<file path="src/rtl/elevator_floor_scheduler_macros.svh">
// Assertion macros used by the elevator floor scheduler datapath.
`ifndef ELEVATOR_FLOOR_SCHEDULER_MACROS_SVH
`define ELEVATOR_FLOOR_SCHEDULER_MACROS_SVH

// Check that a condition holds in the same cycle as its trigger.
`define EFS_ASSERT_SAME(label, clk, rst, ante, cons, msg) \
   label: assert property (@(posedge clk) disable iff (rst) (ante) |-> (cons)) \
      else $error(msg);

// Check that a condition holds in the cycle after its trigger.
`define EFS_ASSERT_NEXT(label, clk, rst, ante, cons, msg) \
   label: assert property (@(posedge clk) disable iff (rst) (ante) |=> (cons)) \
      else $error(msg);

`endif

</file>
<file path="src/rtl/efs_pkg.sv">
// Shared types and codes for the elevator floor scheduler.
`timescale 1ns / 1ps
`default_nettype none

package efs_pkg;

   // Width of the floor fields on the ports
   localparam int FLOOR_PORT_W = 5;

   // Item kinds
   localparam logic KIND_REQUEST  = 1'b0;
   localparam logic KIND_CONTINUE = 1'b1;

   // Result actions
   localparam logic ACT_MOVE = 1'b0;
   localparam logic ACT_STOP = 1'b1;

   // Heading codes, two's complement
   localparam logic [1:0] DIR_DOWN = 2'b11;
   localparam logic [1:0] DIR_STAY = 2'b00;
   localparam logic [1:0] DIR_UP   = 2'b01;

   typedef enum logic [1:0] {
      ST_IDLE,
      ST_PICK,
      ST_ARRIVE,
      ST_EMIT
   } state_type;

   typedef struct packed {
      logic latch;
      logic pick;
      logic arrive;
      logic emit;
   } cmd_type;

   typedef struct packed {
      logic skip;
      logic to_arrive;
      logic out_full;
   } status_type;

endpackage

`default_nettype wire

</file>
<file path="src/rtl/elevator_floor_scheduler.sv">
// Top level of the elevator floor scheduler: controller plus datapath.
//
//   channel  direction  handshake            payload
//   req      in         req_valid/req_stall  req_kind, req_requested_floor
//   rsp      out        rsp_valid/rsp_stall  rsp_action, rsp_floor_now, rsp_heading
//
// A request or continue item that yields no result returns from the pick state to idle,
// one that yields a move goes from pick to emit and one that yields a stop passes pick,
// arrive and emit; the controller steps the shared floor search in pick and arrive.
// The next item is taken in the cycle the result register is loaded.
// A stalled result holds the controller in its emit state until the register frees.
// Synchronous reset restores the start floor and clears the pending mask at once.
`timescale 1ns / 1ps
`default_nettype none

module elevator_floor_scheduler
   import efs_pkg::*;
#(
   parameter int FLOORS      = 16,
   parameter int START_LEVEL = 1
) (
   input  wire logic                    clock,
   input  wire logic                    reset,
   input  wire logic                    req_valid,
   output logic                         req_stall,
   input  wire logic                    req_kind,
   input  wire logic [FLOOR_PORT_W-1:0] req_requested_floor,
   output logic                         rsp_valid,
   input  wire logic                    rsp_stall,
   output logic                         rsp_action,
   output logic [FLOOR_PORT_W-1:0]      rsp_floor_now,
   output logic signed [1:0]            rsp_heading
);

   cmd_type    cmd;
   status_type status;

   efs_ctrl u_ctrl (
      .clock     (clock),
      .reset     (reset),
      .req_valid (req_valid),
      .req_stall (req_stall),
      .status    (status),
      .cmd       (cmd)
   );

   efs_datapath #(
      .FLOORS      (FLOORS),
      .START_LEVEL (START_LEVEL)
   ) u_datapath (
      .clock               (clock),
      .reset               (reset),
      .cmd                 (cmd),
      .status              (status),
      .req_kind            (req_kind),
      .req_requested_floor (req_requested_floor),
      .rsp_valid           (rsp_valid),
      .rsp_stall           (rsp_stall),
      .rsp_action          (rsp_action),
      .rsp_floor_now       (rsp_floor_now),
      .rsp_heading         (rsp_heading)
   );

endmodule

`default_nettype wire

</file>
<file path="src/rtl/efs_ctrl.sv">
// Controller state machine that sequences one item through the datapath.
`timescale 1ns / 1ps
`default_nettype none

module efs_ctrl
   import efs_pkg::*;
(
   input  wire logic       clock,
   input  wire logic       reset,
   input  wire logic       req_valid,
   output logic            req_stall,
   input  wire status_type status,
   output cmd_type         cmd
);

   state_type state_ff;
   state_type state_in;

   // Hold the current state
   always_ff @(posedge clock) begin
      if (reset) begin
         state_ff <= ST_IDLE;
      end else begin
         state_ff <= state_in;
      end
   end

   // Decode next state and commands
   always_comb begin
      state_in   = state_ff;
      cmd        = '0;
      req_stall  = 1'b1;
      case (state_ff)
         ST_IDLE: begin
            req_stall = 1'b0;
            if (req_valid) begin
               cmd.latch = 1'b1;
               state_in  = ST_PICK;
            end
         end
         ST_PICK: begin
            cmd.pick = 1'b1;
            if (status.skip) begin
               state_in = ST_IDLE;
            end else if (status.to_arrive) begin
               state_in = ST_ARRIVE;
            end else begin
               state_in = ST_EMIT;
            end
         end
         ST_ARRIVE: begin
            cmd.arrive = 1'b1;
            state_in   = ST_EMIT;
         end
         ST_EMIT: begin
            // Load the result and take the next item in the same cycle
            if (!status.out_full) begin
               cmd.emit  = 1'b1;
               req_stall = 1'b0;
               if (req_valid) begin
                  cmd.latch = 1'b1;
                  state_in  = ST_PICK;
               end else begin
                  state_in  = ST_IDLE;
               end
            end
         end
         default: begin
            state_in = ST_IDLE;
         end
      endcase
   end

endmodule

`default_nettype wire

</file>
<file path="src/rtl/efs_datapath.sv">
// Datapath: scheduler state, nearest pending floor search and result register.
`timescale 1ns / 1ps
`default_nettype none
`include "elevator_floor_scheduler_macros.svh"

module efs_datapath
   import efs_pkg::*;
#(
   parameter int FLOORS      = 16,
   parameter int START_LEVEL = 1
) (
   input  wire logic                    clock,
   input  wire logic                    reset,
   input  wire cmd_type                 cmd,
   output status_type                   status,
   input  wire logic                    req_kind,
   input  wire logic [FLOOR_PORT_W-1:0] req_requested_floor,
   output logic                         rsp_valid,
   input  wire logic                    rsp_stall,
   output logic                         rsp_action,
   output logic [FLOOR_PORT_W-1:0]      rsp_floor_now,
   output logic signed [1:0]            rsp_heading
);

   localparam int MAXF = (FLOORS > START_LEVEL) ? FLOORS : START_LEVEL;
   localparam int FW   = $clog2(MAXF + 1);
   localparam int OW   = (FW > FLOOR_PORT_W) ? FW : FLOOR_PORT_W;

   // Lowest set bit of a mask as a floor number, zero when empty
   function automatic logic [FW-1:0] lowest_floor(input logic [FLOORS-1:0] x);
      logic [FLOORS-1:0] oh;
      logic [FW-1:0]     idx;
      oh  = x & (~x + 1'b1);
      idx = '0;
      for (int i = 0; i < FLOORS; i++) begin
         if (oh[i]) idx = idx | FW'(i + 1);
      end
      return idx;
   endfunction

   // Highest set bit of a mask as a floor number, zero when empty
   function automatic logic [FW-1:0] highest_floor(input logic [FLOORS-1:0] x);
      logic [FLOORS-1:0] rev;
      logic [FLOORS-1:0] oh;
      logic [FW-1:0]     idx;
      for (int i = 0; i < FLOORS; i++) begin
         rev[i] = x[FLOORS-1-i];
      end
      oh  = rev & (~rev + 1'b1);
      idx = '0;
      for (int j = 0; j < FLOORS; j++) begin
         if (oh[j]) idx = idx | FW'(FLOORS - j);
      end
      return idx;
   endfunction

   // Heading from a floor toward a target
   function automatic logic [1:0] aim(input logic [FW-1:0] tgt, input logic [FW-1:0] cur);
      logic [1:0] d;
      if (tgt < cur) begin
         d = DIR_DOWN;
      end else if (tgt > cur) begin
         d = DIR_UP;
      end else begin
         d = DIR_STAY;
      end
      return d;
   endfunction

   // Scheduler state
   logic [FW-1:0]     cur_ff,    cur_in;
   logic [FW-1:0]     tgt_ff,    tgt_in;
   logic              busy_ff,   busy_in;
   logic [1:0]        travel_ff, travel_in;
   logic [FLOORS-1:0] mask_ff,   mask_in;

   // Latched item and pending action
   logic                    kind_ff;
   logic [FLOOR_PORT_W-1:0] floor_ff;
   logic                    act_ff, act_in;

   // Result register
   logic                    rsp_valid_ff, rsp_valid_in;
   logic                    rsp_action_ff;
   logic [FLOOR_PORT_W-1:0] rsp_floor_ff;
   logic [1:0]              rsp_heading_ff;

   // Search and step signals
   logic [FLOORS-1:0] fbit, tbit, dn_sel, up_sel, srch_mask;
   logic              in_range, req_ok, found;
   logic [FW-1:0]     dn_f, up_f, nf, tgt0, c2;
   logic [OW-1:0]     freq_wide, cur_wide;
   logic [1:0]        dir0, dir1, dir2;

   // One-hot requested/target floors; floors at or below and at or above cur
   always_comb begin
      for (int i = 0; i < FLOORS; i++) begin
         fbit[i]   = (int'(floor_ff) == i + 1);
         tbit[i]   = (int'(tgt_ff) == i + 1);
         dn_sel[i] = (int'(cur_ff) > i);
         up_sel[i] = (int'(cur_ff) <= i + 1);
      end
   end

   // Pick the mask the search sees in this step
   always_comb begin
      if (cmd.arrive) begin
         srch_mask = mask_ff & ~tbit;
      end else if (kind_ff == KIND_REQUEST) begin
         srch_mask = mask_ff | fbit;
      end else begin
         srch_mask = mask_ff;
      end
   end

   // Search along the heading first (down when stopped), then the other way
   always_comb begin
      in_range = (cur_ff != '0) && (int'(cur_ff) <= FLOORS);
      dn_f     = highest_floor(srch_mask & dn_sel);
      up_f     = lowest_floor(srch_mask & up_sel);
      if (!in_range) begin
         nf = '0;
      end else if (travel_ff == DIR_UP) begin
         nf = (up_f != '0) ? up_f : dn_f;
      end else begin
         nf = (dn_f != '0) ? dn_f : up_f;
      end
   end

   // Evaluate both item kinds against the current state
   always_comb begin
      freq_wide = OW'(floor_ff);
      cur_wide  = OW'(cur_ff);
      req_ok    = (|fbit) && !(|(mask_ff & fbit));
      tgt0      = (nf != '0) ? nf : freq_wide[FW-1:0];
      dir0      = aim(tgt0, cur_ff);
      found     = (nf != '0);
      dir1      = aim(nf, cur_ff);
      c2        = (dir1 == DIR_UP) ? cur_ff + 1'b1 : cur_ff - 1'b1;
      dir2      = aim(nf, c2);
   end

   // Report to the controller
   always_comb begin
      if (kind_ff == KIND_REQUEST) begin
         status.skip      = !req_ok;
         status.to_arrive = (dir0 == DIR_STAY);
      end else begin
         status.skip      = !found;
         status.to_arrive = (dir1 == DIR_STAY) || (dir2 == DIR_STAY);
      end
      status.out_full = rsp_valid_ff && rsp_stall;
   end

   // Next values of the scheduler state
   always_comb begin
      cur_in    = cur_ff;
      tgt_in    = tgt_ff;
      busy_in   = busy_ff;
      travel_in = travel_ff;
      mask_in   = mask_ff;
      act_in    = act_ff;
      if (cmd.pick) begin
         act_in = ACT_MOVE;
         if (kind_ff == KIND_REQUEST) begin
            if (req_ok) begin
               busy_in   = 1'b1;
               mask_in   = mask_ff | fbit;
               tgt_in    = tgt0;
               travel_in = dir0;
            end
         end else begin
            busy_in = 1'b1;
            if (found) begin
               tgt_in = nf;
               if (dir1 == DIR_STAY) begin
                  travel_in = DIR_STAY;
               end else begin
                  cur_in    = c2;
                  travel_in = dir2;
               end
            end
         end
      end else if (cmd.arrive) begin
         // Free the cabin, clear the floor reached and re-pick
         busy_in = 1'b0;
         mask_in = mask_ff & ~tbit;
         act_in  = ACT_STOP;
         if (nf != '0) begin
            tgt_in = nf;
         end
      end
   end

   // Advance or drop the result valid flag
   always_comb begin
      rsp_valid_in = rsp_valid_ff;
      if (cmd.emit) begin
         rsp_valid_in = 1'b1;
      end else if (!rsp_stall) begin
         rsp_valid_in = 1'b0;
      end
   end

   // Control and state registers
   always_ff @(posedge clock) begin
      if (reset) begin
         cur_ff       <= FW'(START_LEVEL);
         tgt_ff       <= '0;
         busy_ff      <= 1'b0;
         travel_ff    <= DIR_STAY;
         mask_ff      <= '0;
         rsp_valid_ff <= 1'b0;
      end else begin
         cur_ff       <= cur_in;
         tgt_ff       <= tgt_in;
         busy_ff      <= busy_in;
         travel_ff    <= travel_in;
         mask_ff      <= mask_in;
         rsp_valid_ff <= rsp_valid_in;
      end
   end

   // Payload registers
   always_ff @(posedge clock) begin
      act_ff <= act_in;
      if (cmd.latch) begin
         kind_ff  <= req_kind;
         floor_ff <= req_requested_floor;
      end
      if (cmd.emit) begin
         rsp_action_ff  <= act_ff;
         rsp_floor_ff   <= cur_wide[FLOOR_PORT_W-1:0];
         rsp_heading_ff <= travel_ff;
      end
   end

   assign rsp_valid     = rsp_valid_ff;
   assign rsp_action    = rsp_action_ff;
   assign rsp_floor_now = rsp_floor_ff;
   assign rsp_heading   = rsp_heading_ff;

   `EFS_ASSERT_SAME(a_emit_free, clock, reset, cmd.emit, !(rsp_valid_ff && rsp_stall), "result overwritten while stalled")
   `EFS_ASSERT_SAME(a_arrive_busy, clock, reset, cmd.arrive, busy_ff, "arrival while cabin free")
   `EFS_ASSERT_SAME(a_arrive_stay, clock, reset, cmd.arrive, travel_ff == DIR_STAY, "arrival with cabin heading away")
   `EFS_ASSERT_NEXT(a_arrive_free, clock, reset, cmd.arrive, !busy_ff && (act_ff == ACT_STOP), "arrival did not free cabin")

endmodule

`default_nettype wire

</file>
<file path="config.mk">
export PLATFORM = sky130hd
export DESIGN_NAME = elevator_floor_scheduler
export DESIGN_NICKNAME = d
export VERILOG_FILES = /design/src/rtl/efs_pkg.sv /design/src/rtl/elevator_floor_scheduler.sv /design/src/rtl/efs_ctrl.sv /design/src/rtl/efs_datapath.sv
export VERILOG_INCLUDE_DIRS = /design/src /design/src/rtl
export SDC_FILE = /design/constraint.sdc
export NUM_CORES = 1
export LEC_CHECK = 0
export BUFFER_PORTS_ARGS = -buffer_cell sky130_fd_sc_hd__buf_2
export CAP_MARGIN = 5
export CELL_PAD_IN_SITES_DETAIL_PLACEMENT = 2
export CELL_PAD_IN_SITES_GLOBAL_PLACEMENT = 2
export CORE_MARGIN = 10
export CORE_UTILIZATION = 40
export CTS_CLUSTER_DIAMETER = 150
export DETAILED_ROUTE_END_ITERATION = 7
export GPL_TIMING_DRIVEN = 0
export PLACE_DENSITY = 0.87
export SLEW_MARGIN = 25
export SYNTH_ARGS = -nofsm -noshare
export SYNTH_HDL_FRONTEND = slang
export SYNTH_SLANG_ARGS = --single-unit
</file>
<file path="constraint.sdc">
create_clock -name clock -period 15.3 [get_ports clock]
set_input_delay 2.295 -clock clock [delete_from_list [all_inputs] [get_ports clock]]
set_output_delay 2.295 -clock clock [all_outputs]
set_load 0.005 [all_outputs]
</file>
==> impl_metrics.yaml <==
die:
  die_area_um2: 14800
  coreArea_um2: 9910
  die_y_um: 121
  die_w_um: 121
  rows: 36
  io_pins: 20
  start_util: 0.416
routing:
  drtIter0Drc: 275
  wl_per_cell_um: 24.6
  drc_errors: 0
  first_pass_iters: 5
  drt-total-wl_um: 17200
  ant_nets: 0
  vias: 4438
  via_per_inst: 6.35
grt:
  overflow: 0
  grt_pass1_wl_um: 27900
  grt_util_all_layers: 0.240
  grt_max_degree: 17
  grt_pass1_vias: 5004
  antenna_found_initial: 0
sta:
  fin_worst_skew_ns: 0.00851
  slew_violations: 0
  setup_violations: 0
  fin_crit_sh: 0.485
  fin_setup_tns_ns: 0
  finalCriticalPeriod_ns: 7.42
  worst_slew_pin_slew_ns: 0.918
  max_freq_ghz: 0.135
  rsz0062_at_grt: "no"
  final-hold-violation-count: 0
  relSlewSlack: 0.388
final_layout:
  final_cell_mix: "54 x a21oi_1, 54 x nand2_1, 48 x nor2_1"
  seq_area_um2: 1060
  antenna_cells: 0
  n_fill_cell: 1162
  post-route-util: 0.454
  layout-drive-gt1-share: 0.104
  fin_nets: 596
  syn_to_final_growth_pct: 9.21
  multi_input_area_um2: 2850
setup_path:
  cp_max_fo: 10
  reg2reg_slack_ns: 7.88
  critPathKind: "register to register"
  startpoint_type: "register"
  cp.required_ns: 15.48
  endpoint_kind: "register"
  arrival_ns: 7.60
  r2r-end: "u_ctrl.state_ff[0]$_SDFFE_PP0P_"
  reg2reg_depth: 27
  r2r_start: "u_ctrl.state_ff[0]$_SDFFE_PP0P_"
pwr:
  peakVddDrop_uv: 54.5
  power_density_nw_per_um2: 106
  leakage_nw: 1.70
yosys:
  synth.top_cell.area_share: 0.156
  yosysTopAreaCell: "dfxtp_1"
  synth_edf_count: 14
  syn_nets: 570
  ys_seq_area_frac: 0.258
  avgSynthCellArea_um2: 7.64
  synth_area_um2: 4120
  synth.distinct_cells: 81
  synth_seq_cells: 46
  yosys_warnings: 0
  ys_top_cells_by_area: "dfxtp_1 16%, edfxtp_1 10%, a21oi_1 6.6%"
  async_flop_share: 0
  synth_cells: 539
  synthFlopType: "dfxtp_1"
hold_path:
  hold_depth: 0
  hold_path.class: "register to register"
  holdPathEnd: "u_datapath.rsp_action$_DFFE_PP_"
  min-delay-start: "u_datapath.act_ff$_SDFFE_PN0P_"
clock_network:
  cts_hold_buf: 0
  cts_setup_buffers: 0
  cts_htree_levels: 2
  insertion_delay_ns: 0.33
  clock_sinks: 46
  cts_tree: "built"
  cts_buffers: 5
  ctsRootBufferMaster: "clkbuf_8"
  path_clk_slew_ns: 0.09
  clock_path_buffers: 2
  cts_resized: 0
placement:
  dp_hpwl_um: 13700
  portBuffers: 19
  place_congestion: 0.930
flow_run:
  drv_cap: 0
status:
  status: "finished, final reports clean"
[critical path, cell delays in order (launching register included)]
cell	delay (ns)
dfxtp_1	0.43
inv_1	0.12
ha_1	0.22
buf_2	0.19
nor4b_1	0.56
nand2_1	0.22
a21boi_1	0.32
o41ai_1	0.14
a41oi_1	0.26
o221ai_1	0.28
o41ai_1	0.63
a22oi_1	0.27
nor2_1	0.53
ha_1	0.36
nor2b_1	0.14
a311oi_1	0.35
o311ai_1	0.19
o221a_1	0.16
buf_6	0.15
mux2i_1	0.19
xnor2_1	0.13
ha_1	0.32
inv_1	0.04
nor2_1	0.13
a211oi_1	0.09
o221a_2	0.32
a31oi_1	0.35
a311oi_1	0.16
[cell type report]
cell class	count	area share
Sequential cell	46	0.236
Multi-Input combinational cell	446	0.635
Tap cell	133	0.0370
Clock buffer	5	0.0153
Inverter	20	0.0167
Clock inverter	3	0.0109
Buffer	27	0.0284
Timing Repair Buffer	19	0.0211
[sequential cells by signal, summed over array words and instances, names as in the netlist, 2 cells and up, named ones only]
signal                    cells
u_datapath.cur_ff             5
u_datapath.tgt_ff             5
u_datapath.travel_ff          2
u_datapath.rsp_heading        2
u_datapath.mask_ff           16
u_datapath.floor_ff           5
u_datapath.rsp_floor_now      5
[metal layers]
metal  up-vias  global-route usage  share of wire
met3        43              0.0414          0.049
met2       143               0.413           0.49
met1      2204               0.287           0.43
met5         -                   0              0
met4         0              0.0991          0.035
li1       2048                   -              -
[logic make-up (layout without fill, tap and decap cells)]
| kind of cell | Yosys count | count (layout) | share of synthesized area |
|---|---|---|---|
| flip-flops | 46 | 46 | 0.258 |
| XOR/XNOR | 8 | 8 | 0.0170 |
| multiplexers | 4 | 4 | 0.0109 |
| AND/OR/NAND/NOR | 217 | 217 | 0.279 |
| AO/OA/AOI/OAI | 196 | 196 | 0.322 |
| adder cells (fa/ha/maj) | 21 | 21 | 0.0638 |
| buffers and inverters | 47 | 74 | 0.0492 |
[per-stage QoR]
stage	cell area [um2]	hold slack, ns	worst slack [ns]	instances	power, mW
after CTS	4500	0.441	7.93	699	0.475
after floorplan	4120	0.403	9.72	539	0.302
final	4500	0.440	7.88	699	0.478
after global placement	4380	0.417	8.31	691	0.352
after detailed placement	4380	0.418	8.03	691	0.372
after global routing	4500	0.464	7.33	699	0.507
[power by group]
part | switching (mW) | leakage, nW | internal, mW
registers | 0.00606 | 0.390 | 0.133
logic | 0.152 | 1.26 | 0.0863
clock network | 0.0509 | 0.0563 | 0.0499
total | 0.209 | 1.70 | 0.269
[cell usage after synthesis, types with 3 or more instances]
library cell,number
nor3_1,11
o31ai_1,3
inv_1,20
or3_1,6
nor2b_1,9
a22oi_1,6
a32oi_1,4
a211oi_1,4
ha_1,21
nand3_1,28
nand4_1,5
xnor2_1,6
o41ai_1,3
o21ai_1,6
nand2_1,54
a21boi_0,5
and3_1,9
o21a_1,11
nor2_1,48
nand4bb_1,3
a21boi_1,3
o221ai_1,3
o22ai_1,3
o21ai_0,36
o21bai_1,3
and2_1,8
a31oi_1,6
a21bo_2,3
clkbuf_1,15
buf_2,9
a21oi_1,54
edfxtp_1,14
nand3b_1,3
a21o_1,13
nand2b_1,10
dfxtp_1,32
mux2i_1,3
[how the worst max path moves through the flow]
stage	to	slack (ns)	from
floorplan	u_ctrl.state_ff[0]$_SDFFE_PP0P_	9.72	u_ctrl.state_ff[0]$_SDFFE_PP0P_
global placement	u_ctrl.state_ff[0]$_SDFFE_PP0P_	8.31	u_ctrl.state_ff[0]$_SDFFE_PP0P_
finish	u_ctrl.state_ff[0]$_SDFFE_PP0P_	7.88	u_ctrl.state_ff[0]$_SDFFE_PP0P_
global route	u_ctrl.state_ff[0]$_SDFFE_PP0P_	7.33	u_ctrl.state_ff[0]$_SDFFE_PP0P_
detailed placement	u_ctrl.state_ff[0]$_SDFFE_PP0P_	8.03	u_ctrl.state_ff[0]$_SDFFE_PP0P_
CTS	u_ctrl.state_ff[0]$_SDFFE_PP0P_	7.93	u_ctrl.state_ff[0]$_SDFFE_PP0P_
No activity file was read; power rests on OpenSTA's default activity.
